File: src/rtl/core/stsi_pkg.sv
// Shared types and constants for the sorted table block.
// Used by stsi_ctrl, stsi_dp and the top level; no dependencies.
package stsi_pkg;

  localparam int ValueWidth = 32;
  localparam int ReqWidth   = 2;
  localparam int StatWidth  = 2;
  localparam int IdxWidth   = 5;
  localparam int CountWidth = 6;
  localparam int OutWidth   = 16;

  localparam logic [ReqWidth-1:0] REQ_INSERT = 2'd0;
  localparam logic [ReqWidth-1:0] REQ_REMOVE = 2'd1;
  localparam logic [ReqWidth-1:0] REQ_SEARCH = 2'd2;

  localparam logic [StatWidth-1:0] ST_OK      = 2'd0;
  localparam logic [StatWidth-1:0] ST_FULL    = 2'd1;
  localparam logic [StatWidth-1:0] ST_MISSING = 2'd2;

  typedef enum logic [3:0] {
    S_IDLE,
    S_BS_RD,
    S_BS_CMP,
    S_CHK_CMP,
    S_INS_SH,
    S_RM_SCAN,
    S_RM_SH,
    S_DONE
  } state_t;

  typedef struct packed {
    logic                 load;
    logic                 bs_issue;
    logic                 bs_step;
    logic                 chk_issue;
    logic                 scan_step;
    logic                 sh_init_dn;
    logic                 sh_init_up;
    logic                 sh_up_step;
    logic                 sh_dn_step;
    logic                 write_val;
    logic                 dec_cnt;
    logic                 set_res;
    logic [StatWidth-1:0] res_status;
    logic                 res_found;
    logic                 push;
  } cmd_t;

  typedef struct packed {
    logic full;
    logic lo_lt_hi;
    logic lo_lt_cnt;
    logic eq;
    logic match;
    logic ptr_lt_cnt;
    logic ptr_gt_lo;
    logic pend;
    logic out_free;
  } stat_t;

endpackage

File: src/rtl/core/stsi_ram.sv
// Generic single-write, single-read RAM with registered read data.
// No dependencies.
module stsi_ram #(
  parameter int WIDTH = 32,
  parameter int DEPTH = 32
) (
  input  logic                     clk,
  input  logic                     wen,
  input  logic [$clog2(DEPTH)-1:0] waddr,
  input  logic [WIDTH-1:0]         wdata,
  input  logic                     ren,
  input  logic [$clog2(DEPTH)-1:0] raddr,
  output logic [WIDTH-1:0]         rdata
);

  logic [WIDTH-1:0] mem [DEPTH];

  always_ff @(posedge clk) begin
    if (wen) begin
      mem[waddr] <= wdata;
    end
    if (ren) begin
      rdata <= mem[raddr];
    end
  end

endmodule

File: src/rtl/core/stsi_dp.sv
// Datapath: entry RAM, search bounds, shift pointers, count and result register.
// Depends on stsi_pkg and stsi_ram; driven by commands from stsi_ctrl.
module stsi_dp #(
  parameter int CAPACITY = 32
) (
  input  logic                                   clk,
  input  logic                                   rst,
  input  logic                                   cfg_we,
  input  logic                                   cfg_wdata,
  input  logic signed [stsi_pkg::ValueWidth-1:0] in_value,
  input  stsi_pkg::cmd_t                         cmd,
  output stsi_pkg::stat_t                        stat,
  output logic                                   m_tvalid,
  input  logic                                   m_tready,
  output logic [stsi_pkg::OutWidth-1:0]          m_tdata
);

  localparam int AW  = $clog2(CAPACITY);
  localparam int CW  = $clog2(CAPACITY + 1);
  localparam int VW  = stsi_pkg::ValueWidth;
  localparam int IW  = stsi_pkg::IdxWidth;
  localparam int NW  = stsi_pkg::CountWidth;
  localparam int SW  = stsi_pkg::StatWidth;

  logic                 descending;
  logic signed [VW-1:0] val;
  logic [CW-1:0]        cnt;
  logic [CW-1:0]        lo;
  logic [CW-1:0]        hi;
  logic [CW-1:0]        ptr;
  logic [CW-1:0]        wa;
  logic                 pend;
  logic [SW-1:0]        res_status;
  logic                 res_found;

  logic [SW-1:0]        out_status;
  logic [IW-1:0]        out_idx;
  logic [NW-1:0]        out_count;

  logic [CW:0]          mid_sum;
  logic [CW-1:0]        mid;
  logic signed [VW-1:0] rdata;
  logic                 precedes;

  logic                 ram_wen;
  logic [AW-1:0]        ram_waddr;
  logic [VW-1:0]        ram_wdata;
  logic                 ram_ren;
  logic [AW-1:0]        ram_raddr;

  logic [CW+IW-1:0]     idx_ext;
  logic [CW+NW-1:0]     cnt_ext;

  stsi_ram #(
    .WIDTH(VW),
    .DEPTH(CAPACITY)
  ) u_ram (
    .clk  (clk),
    .wen  (ram_wen),
    .waddr(ram_waddr),
    .wdata(ram_wdata),
    .ren  (ram_ren),
    .raddr(ram_raddr),
    .rdata(rdata)
  );

  assign mid_sum  = {1'b0, lo} + {1'b0, hi};
  assign mid      = mid_sum[CW:1];
  assign precedes = descending ? (rdata > val) : (rdata < val);

  always_comb begin
    stat.full       = (cnt >= CW'(CAPACITY));
    stat.lo_lt_hi   = (lo < hi);
    stat.lo_lt_cnt  = (lo < cnt);
    stat.eq         = (rdata == val);
    stat.match      = pend && (rdata == val);
    stat.ptr_lt_cnt = (ptr < cnt);
    stat.ptr_gt_lo  = (ptr > lo);
    stat.pend       = pend;
    stat.out_free   = !m_tvalid || m_tready;
  end

  // RAM ports
  always_comb begin
    ram_ren   = 1'b0;
    ram_raddr = '0;
    ram_wen   = 1'b0;
    ram_waddr = wa[AW-1:0];
    ram_wdata = rdata;
    if (cmd.bs_issue) begin
      ram_ren   = 1'b1;
      ram_raddr = mid[AW-1:0];
    end else if (cmd.chk_issue) begin
      ram_ren   = 1'b1;
      ram_raddr = lo[AW-1:0];
    end else if ((cmd.scan_step || cmd.sh_dn_step) && stat.ptr_lt_cnt) begin
      ram_ren   = 1'b1;
      ram_raddr = ptr[AW-1:0];
    end else if (cmd.sh_up_step && stat.ptr_gt_lo) begin
      ram_ren   = 1'b1;
      ram_raddr = AW'(ptr - CW'(1));
    end
    if ((cmd.sh_up_step || cmd.sh_dn_step) && pend) begin
      ram_wen = 1'b1;
    end else if (cmd.write_val) begin
      ram_wen   = 1'b1;
      ram_waddr = lo[AW-1:0];
      ram_wdata = val;
    end
  end

  always_ff @(posedge clk) begin
    if (rst) begin
      descending <= 1'b0;
      cnt        <= '0;
      pend       <= 1'b0;
      m_tvalid   <= 1'b0;
    end else begin
      if (cfg_we) begin
        descending <= cfg_wdata;
      end
      if (cmd.write_val) begin
        cnt <= cnt + CW'(1);
      end else if (cmd.dec_cnt) begin
        cnt <= cnt - CW'(1);
      end
      if (cmd.load || cmd.sh_init_dn || cmd.sh_init_up) begin
        pend <= 1'b0;
      end else if (cmd.scan_step || cmd.sh_dn_step) begin
        pend <= stat.ptr_lt_cnt;
      end else if (cmd.sh_up_step) begin
        pend <= stat.ptr_gt_lo;
      end
      if (cmd.push) begin
        m_tvalid <= 1'b1;
      end else if (m_tready) begin
        m_tvalid <= 1'b0;
      end
    end
  end

  always_ff @(posedge clk) begin
    if (cmd.load) begin
      val <= in_value;
      lo  <= '0;
      hi  <= cnt;
      ptr <= '0;
    end
    if (cmd.bs_issue) begin
      ptr <= mid;
    end
    if (cmd.bs_step) begin
      if (precedes) begin
        lo <= ptr + CW'(1);
      end else begin
        hi <= ptr;
      end
    end
    if (cmd.scan_step && stat.ptr_lt_cnt) begin
      wa  <= ptr;
      ptr <= ptr + CW'(1);
    end
    if (cmd.sh_init_dn) begin
      lo  <= wa;
      ptr <= wa + CW'(1);
    end
    if (cmd.sh_init_up) begin
      ptr <= cnt;
    end
    if (cmd.sh_dn_step && stat.ptr_lt_cnt) begin
      wa  <= ptr - CW'(1);
      ptr <= ptr + CW'(1);
    end
    if (cmd.sh_up_step) begin
      wa <= ptr;
      if (stat.ptr_gt_lo) begin
        ptr <= ptr - CW'(1);
      end
    end
    if (cmd.set_res) begin
      res_status <= cmd.res_status;
      res_found  <= cmd.res_found;
    end
    if (cmd.push) begin
      out_status <= res_status;
      out_idx    <= res_found ? idx_ext[IW-1:0] : '0;
      out_count  <= cnt_ext[NW-1:0];
    end
  end

  assign idx_ext = {{IW{1'b0}}, lo};
  assign cnt_ext = {{NW{1'b0}}, cnt};

  assign m_tdata = {{(stsi_pkg::OutWidth - SW - IW - NW){1'b0}}, out_count, out_idx, out_status};

endmodule

File: src/rtl/core/stsi_ctrl.sv
// Request sequencer: binary search, linear scan and one-per-cycle shift steps.
// Depends on stsi_pkg; issues commands to stsi_dp and reads its status.
module stsi_ctrl (
  input  logic                              clk,
  input  logic                              rst,
  input  logic                              s_tvalid,
  output logic                              s_tready,
  input  logic [stsi_pkg::ReqWidth-1:0]     s_tuser,
  output stsi_pkg::cmd_t                    cmd,
  input  stsi_pkg::stat_t                   stat
);

  stsi_pkg::state_t                  state;
  stsi_pkg::state_t                  state_next;
  logic [stsi_pkg::ReqWidth-1:0]     req;

  always_ff @(posedge clk) begin
    if (rst) begin
      state <= stsi_pkg::S_IDLE;
    end else begin
      state <= state_next;
    end
  end

  always_ff @(posedge clk) begin
    if (state == stsi_pkg::S_IDLE && s_tvalid) begin
      req <= s_tuser;
    end
  end

  always_comb begin
    state_next     = state;
    cmd            = '0;
    cmd.res_status = stsi_pkg::ST_OK;
    s_tready       = 1'b0;
    unique case (state)
      stsi_pkg::S_IDLE: begin
        s_tready = 1'b1;
        if (s_tvalid) begin
          cmd.load = 1'b1;
          case (s_tuser)
            stsi_pkg::REQ_INSERT: begin
              if (stat.full) begin
                cmd.set_res    = 1'b1;
                cmd.res_status = stsi_pkg::ST_FULL;
                state_next     = stsi_pkg::S_DONE;
              end else begin
                state_next = stsi_pkg::S_BS_RD;
              end
            end
            stsi_pkg::REQ_REMOVE: state_next = stsi_pkg::S_RM_SCAN;
            stsi_pkg::REQ_SEARCH: state_next = stsi_pkg::S_BS_RD;
            default: begin
              cmd.set_res = 1'b1;
              state_next  = stsi_pkg::S_DONE;
            end
          endcase
        end
      end
      stsi_pkg::S_BS_RD: begin
        if (stat.lo_lt_hi) begin
          cmd.bs_issue = 1'b1;
          state_next   = stsi_pkg::S_BS_CMP;
        end else if (req == stsi_pkg::REQ_INSERT) begin
          cmd.sh_init_up = 1'b1;
          state_next     = stsi_pkg::S_INS_SH;
        end else if (stat.lo_lt_cnt) begin
          cmd.chk_issue = 1'b1;
          state_next    = stsi_pkg::S_CHK_CMP;
        end else begin
          cmd.set_res    = 1'b1;
          cmd.res_status = stsi_pkg::ST_MISSING;
          state_next     = stsi_pkg::S_DONE;
        end
      end
      stsi_pkg::S_BS_CMP: begin
        cmd.bs_step = 1'b1;
        state_next  = stsi_pkg::S_BS_RD;
      end
      stsi_pkg::S_CHK_CMP: begin
        cmd.set_res    = 1'b1;
        cmd.res_found  = stat.eq;
        cmd.res_status = stat.eq ? stsi_pkg::ST_OK : stsi_pkg::ST_MISSING;
        state_next     = stsi_pkg::S_DONE;
      end
      stsi_pkg::S_INS_SH: begin
        if (!stat.ptr_gt_lo && !stat.pend) begin
          cmd.write_val = 1'b1;
          cmd.set_res   = 1'b1;
          state_next    = stsi_pkg::S_DONE;
        end else begin
          cmd.sh_up_step = 1'b1;
        end
      end
      stsi_pkg::S_RM_SCAN: begin
        if (stat.match) begin
          cmd.sh_init_dn = 1'b1;
          state_next     = stsi_pkg::S_RM_SH;
        end else if (!stat.ptr_lt_cnt && !stat.pend) begin
          cmd.set_res    = 1'b1;
          cmd.res_status = stsi_pkg::ST_MISSING;
          state_next     = stsi_pkg::S_DONE;
        end else begin
          cmd.scan_step = 1'b1;
        end
      end
      stsi_pkg::S_RM_SH: begin
        if (!stat.ptr_lt_cnt && !stat.pend) begin
          cmd.dec_cnt = 1'b1;
          cmd.set_res = 1'b1;
          state_next  = stsi_pkg::S_DONE;
        end else begin
          cmd.sh_dn_step = 1'b1;
        end
      end
      stsi_pkg::S_DONE: begin
        if (stat.out_free) begin
          cmd.push   = 1'b1;
          state_next = stsi_pkg::S_IDLE;
        end
      end
      default: state_next = stsi_pkg::S_IDLE;
    endcase
  end

endmodule

File: src/rtl/core/sorted_table_insert_remove_search.sv
// Sorted table with insert, remove and binary search over a single-port-pair RAM.
// Top level; depends on stsi_pkg, stsi_ctrl, stsi_dp (which holds stsi_ram).
//
//   channel  dir  handshake            payload
//   s_*      in   s_tvalid/s_tready    tuser[1:0] req_type, tdata[31:0] value
//   m_*      out  m_tvalid/m_tready    tdata status, found_index, count_after
//   cfg_*    in   cfg_we               cfg_wdata descending_order
//
// One item at a time. Search: a binary search loop of one RAM read and one compare
// per step, then a check read of the found slot and the result. Insert: the search
// loop, then shifting one entry per cycle through the RAM, the write and the result.
// Remove: linear scan to the first match, then a shift to close the gap. A full
// table or an unused request code goes straight to the result.
// Reset clears the count, the order bit, the output valid and the sequencer state; the RAM is not cleared.
// A result waits in the output register; a stalled output holds the sequencer.
module sorted_table_insert_remove_search #(
  parameter int CAPACITY = 32
) (
  input  logic                                 clk,
  input  logic                                 rst,
  input  logic                                 cfg_we,
  input  logic                                 cfg_wdata,  // descending_order
  input  logic                                 s_tvalid,
  output logic                                 s_tready,
  input  logic [stsi_pkg::ValueWidth-1:0]      s_tdata,    // [31:0] value
  input  logic [stsi_pkg::ReqWidth-1:0]        s_tuser,    // [1:0] req_type
  output logic                                 m_tvalid,
  input  logic                                 m_tready,
  output logic [stsi_pkg::OutWidth-1:0]        m_tdata     // [1:0] status, [6:2] found_index,
                                                           // [12:7] count_after
);

  stsi_pkg::cmd_t  cmd;
  stsi_pkg::stat_t stat;

  stsi_ctrl u_ctrl (
    .clk     (clk),
    .rst     (rst),
    .s_tvalid(s_tvalid),
    .s_tready(s_tready),
    .s_tuser (s_tuser),
    .cmd     (cmd),
    .stat    (stat)
  );

  stsi_dp #(
    .CAPACITY(CAPACITY)
  ) u_dp (
    .clk      (clk),
    .rst      (rst),
    .cfg_we   (cfg_we),
    .cfg_wdata(cfg_wdata),
    .in_value (s_tdata),
    .cmd      (cmd),
    .stat     (stat),
    .m_tvalid (m_tvalid),
    .m_tready (m_tready),
    .m_tdata  (m_tdata)
  );

endmodule

File: config.mk
export PLATFORM = sky130hd
export DESIGN_NAME = sorted_table_insert_remove_search
export DESIGN_NICKNAME = d
export VERILOG_FILES = /design/src/rtl/core/stsi_pkg.sv /design/src/rtl/core/stsi_ram.sv /design/src/rtl/core/stsi_dp.sv /design/src/rtl/core/stsi_ctrl.sv /design/src/rtl/core/sorted_table_insert_remove_search.sv
export SDC_FILE = /design/constraint.sdc
export NUM_CORES = 2
export LEC_CHECK = 0
export ABC_AREA = 1
export ABC_CLOCK_PERIOD_IN_PS = 5510
export BUFFER_PORTS_ARGS = -buffer_cell sky130_fd_sc_hd__buf_4
export CORE_MARGIN = 4
export CORE_UTILIZATION = 55
export DETAILED_ROUTE_END_ITERATION = 10
export HOLD_SLACK_MARGIN = 0.1
export PLACE_DENSITY = 0.81
export SLEW_MARGIN = 20
export SYNTH_ARGS = -nofsm -noshare
export SYNTH_HDL_FRONTEND = slang
export SYNTH_HIERARCHICAL = 1
export SYNTH_SLANG_ARGS = --single-unit
export TNS_END_PERCENT = 5
File: constraint.sdc
create_clock -name clk -period 5.51 [get_ports clk]
set_clock_uncertainty 0.05 [all_clocks]
set_input_delay 1.102 -clock clk [delete_from_list [all_inputs] [get_ports clk]]
set_output_delay 1.102 -clock clk [all_outputs]
set_load 0.1 [all_outputs]
==> flow_metrics.tcl <==
set metrics [dict create \
    placement_rows 109 \
    leakage_nw 20.8 \
    hold_buffers 0 \
    max_slew_vio_count 0 \
    cp.arrival_ns 5.46 \
    yosysUniqueCellTypes 44 \
    fill_cells 6345 \
    synth_cell_area_um2 49000 \
    netSwitchingPower_w 0.00959 \
    drive_gt1_frac 0.103 \
    power_per_cell_area_nw_per_um2 494 \
    placeable_core_region_um2 88400 \
    cp-start-kind "flip-flop" \
    numPortBuffers 54 \
    final_clock_period_utilization_by_the_worst_path 0.937 \
    path_clk_slew_ns 0.06 \
    slew_headroom 0.299 \
    layout.nets 4561 \
    worst_supply_voltage_drop_on_vdd_mv 0.490 \
    rsz_0062_raised_after_global_routing "no" \
    critical-path-top-delay-family "simple AND/OR/NAND/NOR gates" \
    post_cts.resized_instances 0 \
    setup_total_negative_slack_ns 0 \
    syn2layout_area_growth_pct 11.9 \
    tritoncts_clock_tree "done" \
    global_route.usage.total 0.282 \
    report.final.hold_viol_count 0 \
    ys_ff_latch 1143 \
    final_critical_path_setup_slack_ns 0.345 \
    cts.repair_timing.setup_buffer_count 0 \
    p_int_w 0.0175 \
    combinationalPowerShare 0.318 \
    drtIter0Drc 5224 \
    finalWorstPathRequiredPeriod_ns 5.16 \
    drt_drc_violations_left 0 \
    final-setup-viol-count 0 \
    switching_share 0.354 \
    critical_path.n_buffers_inverters 5 \
    die_area_um2 94000 \
    instances_no_fill 5709 \
    path_max_fanout 12 \
    synthFlopType "sky130_fd_sc_hd__edfxtp_1" \
    critical_path.max_stage_delay_ns 0.69 \
    number_of_warnings_reported_in_the_yosys_synthesis_log 6 \
    cts_sinks 1143 \
    post_place_instance_area_um2 51300 \
    fin_util 0.621 \
    grt_pass1_wl_um 201000 \
    crit_type "flip-flop to flip-flop" \
    gp_routability_congestion 0.897 \
    cts_made_buffers 108 \
    htreeDepth 3 \
    die-height_um 307 \
    dpl.cell_count 5509 \
    worst_hold_path_type "flip-flop to flip-flop" \
    routed_via_density 6.10 \
    top_level_ports 58 \
    outcome "finished, final reports clean" \
    p_clk_frac 0.275 \
    clock_latency_ns 0.69 \
    total_number_of_vias 34820 \
    avg_cell_area_syn_um2 11.2 \
    cp_slowest_cell "sky130_fd_sc_hd__o21ai_0" \
    maxClockFrequency_ghz 0.194 \
    die-width_um 307 \
    wirelength_um 135000 \
    vias_in_the_first_global_route 33373 \
    synth-async-reset-ratio 0 \
    pin_count_of_the_biggest_net_entering_global_routing 159 \
    first_pass_iters 6 \
    synth-edff-count 1112 \
    dp_hpwl_um 74600 \
    design_area_um2 54900 \
    grt_remaining_overflow 0 \
    number_of_antenna_violations_at_the_first_check_in_global_routing 1 \
    actual_slew_at_the_worst_max_slew_pin_ns 1.04 \
    seq_power_share 0.407 \
    detailedPlace.worstSlack_ns 0.583 \
    synth_sequential_area_ratio 0.694 \
    critical_path.endpoint_type "flip-flop" \
    drt-wirelength-per-cell_um 23.7 \
    max-cap-violations 0 \
    post_synth_inst_count 4367 \
    required_arrival_time_at_the_worst_endpoint_ns 5.80 \
    timing.critical_path.mode_cell "sky130_fd_sc_hd__inv_1" \
    start_util 0.555 \
    final_antenna_net_count 0 \
    ctsRootBufferMaster "sky130_fd_sc_hd__clkbuf_16" \
    critical_path.cell_chain "inv_1 -> ha_1 -> nand2_1 -> nor2_1 -> o21ai_1 -> o211ai_1 -> nand2_2 -> inv_1 -> inv_1 -> nand2_1 -> nand3_1 -> inv_1 -> o21ai_0 -> nand2_4 -> o21ai_0 -> nand3_1 -> nor2_4 -> buf_4" \
    clk_path_buf_depth 3 \
]
-- final timing paths --
check / slack [ns] / endpoint / start / cells past startpoint
worst max-delay path: 0.35 / u_dp/u_ram/mem[24][6] / u_dp/lo[3] / 18
worst min-delay path: 0.38 / u_dp/out_status[0] / u_dp/res_status[0] / 0
worst max register to register: 0.35 / u_dp/u_ram/mem[24][6] / u_dp/lo[3] / 18
worst min register to register: 0.38 / u_dp/out_status[0] / u_dp/res_status[0] / 0
-- area by class of cell --
| class | instances | area, um2 | area share |
|---|---|---|---|
| sequential | 1143 | 34000 | 0.620 |
| multi-input combinational | 2835 | 13200 | 0.240 |
| clock buffer | 128 | 2800 | 0.0510 |
| timing repair buffer | 216 | 2120 | 0.0387 |
| tap | 1165 | 1460 | 0.0266 |
| clock inverter | 70 | 733 | 0.0134 |
| inverter | 150 | 597 | 0.0109 |
| antenna | 2 | 5.00 | 0.0000912 |
-- power groups by stage --
stage               clock network (W)  registers, W  logic (W)
finish                        0.00745        0.0110    0.00863
floorplan                           0        0.0112    0.00611
global route                  0.00788        0.0110    0.00944
detailed placement                  0        0.0112    0.00828
CTS                           0.00750        0.0110    0.00841
global placement                    0        0.0112    0.00800
-- cells in the final DEF, fill, tap and decap left out, types with 26 or more instances in the layout --
cell                        synthesis  final
sky130_fd_sc_hd__a21oi_1           59     58
sky130_fd_sc_hd__edfxtp_1        1112   1112
sky130_fd_sc_hd__buf_4             29    176
sky130_fd_sc_hd__buf_12             0     40
sky130_fd_sc_hd__ha_1              65     65
sky130_fd_sc_hd__nand2_1         1637   1633
sky130_fd_sc_hd__o21ai_0           80     48
sky130_fd_sc_hd__nand3_1          813    813
sky130_fd_sc_hd__o21ai_1           10     26
sky130_fd_sc_hd__dfxtp_1           31     31
sky130_fd_sc_hd__inv_1            141    138
sky130_fd_sc_hd__clkbuf_16          0    109
sky130_fd_sc_hd__nor2_4             3     35
sky130_fd_sc_hd__nor2_1            87     55
-- Yosys cell counts, types with 2 or more instances --
cell type,count,share of area
sky130_fd_sc_hd__a211oi_1,2,0.00031
sky130_fd_sc_hd__a21o_1,2,0.00031
sky130_fd_sc_hd__a21oi_1,59,0.0060
sky130_fd_sc_hd__a21oi_2,2,0.00036
sky130_fd_sc_hd__buf_1,18,0.0014
sky130_fd_sc_hd__buf_2,86,0.0088
sky130_fd_sc_hd__buf_4,29,0.0044
sky130_fd_sc_hd__buf_6,69,0.016
sky130_fd_sc_hd__buf_8,3,0.00092
sky130_fd_sc_hd__clkbuf_1,36,0.0028
sky130_fd_sc_hd__conb_1,2,0.00015
sky130_fd_sc_hd__dfxtp_1,31,0.013
sky130_fd_sc_hd__edfxtp_1,1112,0.68
sky130_fd_sc_hd__fa_1,2,0.00082
sky130_fd_sc_hd__ha_1,65,0.017
sky130_fd_sc_hd__inv_1,141,0.011
sky130_fd_sc_hd__inv_2,5,0.00038
sky130_fd_sc_hd__inv_4,2,0.00026
sky130_fd_sc_hd__nand2_1,1637,0.13
sky130_fd_sc_hd__nand2_2,5,0.00064
sky130_fd_sc_hd__nand2_4,3,0.00069
sky130_fd_sc_hd__nand3_1,813,0.083
sky130_fd_sc_hd__nand3_2,3,0.00061
sky130_fd_sc_hd__nand4_1,5,0.00064
sky130_fd_sc_hd__nor2_1,87,0.0067
sky130_fd_sc_hd__nor2_2,4,0.00051
sky130_fd_sc_hd__nor2_4,3,0.00069
sky130_fd_sc_hd__nor3_1,7,0.00071
sky130_fd_sc_hd__o211ai_1,9,0.0014
sky130_fd_sc_hd__o211ai_2,5,0.0013
sky130_fd_sc_hd__o21a_1,3,0.00046
sky130_fd_sc_hd__o21ai_0,80,0.0082
sky130_fd_sc_hd__o21ai_1,10,0.0010
sky130_fd_sc_hd__o21ai_2,5,0.00089
sky130_fd_sc_hd__o21bai_1,2,0.00031
sky130_fd_sc_hd__o221ai_1,2,0.00036
sky130_fd_sc_hd__xnor2_1,3,0.00054
sky130_fd_sc_hd__xor2_1,9,0.0016
-- metal layers --
metal | track usage | share of wire | vias up
met4 | 0.140 | 0.054 | 0
li1 | - | - | 15275
met1 | 0.372 | 0.35 | 16492
met3 | 0.0577 | 0.13 | 498
met2 | 0.451 | 0.46 | 2555
met5 | 0 | 0 | -
-- per-stage QoR --
step | total power [W] | hold slack, ns
2_1_floorplan | 0.0173 | 0.350
3_3_place_gp | 0.0192 | 0.353
6_report | 0.0271 | 0.385
5_1_grt | 0.0284 | 0.399
3_5_place_dp | 0.0195 | 0.367
4_1_cts | 0.0269 | 0.381
-- flip-flops by register name (all words and copies together), names as in the netlist --
name and count:
u_dp/m_tvalid 1, u_dp/lo 6, u_dp/wa 6, u_dp/res_found 1, u_dp/res_status 2, u_dp/u_ram/rdata 32, u_dp/u_ram/mem 1024, u_dp/out_idx 5
u_dp/out_status 2, u_dp/ptr 6, u_dp/pend 1, u_ctrl/req 2, u_ctrl/state 4, u_dp/hi 6, u_dp/out_count 6, u_dp/descending 1
u_dp/val 32, u_dp/cnt 6
-- cells by family (layout without fill, tap and decap cells) --
logic type | after synthesis | after routing | share of synthesized area
and+or+nand+nor | 2568 | 2568 | 0.220
other | 2 | 6 | 0.000153
adders and majority gates | 67 | 67 | 0.0174
xor gates and xnor gates | 12 | 12 | 0.00214
AOI/OAI and AO/OA | 184 | 184 | 0.0214
DFF | 1143 | 1143 | 0.694
buffers and inverters | 391 | 564 | 0.0458
-- worst reg2reg max path: cells and delay by family (launching register included) --
kind | cells | cell delay, ns
AO/OA/AOI/OAI | 4 | 1.39
buffers and inverters | 5 | 0.73
flip-flops | 1 | 0.52
AND/OR/NAND/NOR | 8 | 1.75
adder cells (fa/ha/maj) | 1 | 0.36
No activity file was read; power rests on OpenSTA's default activity.
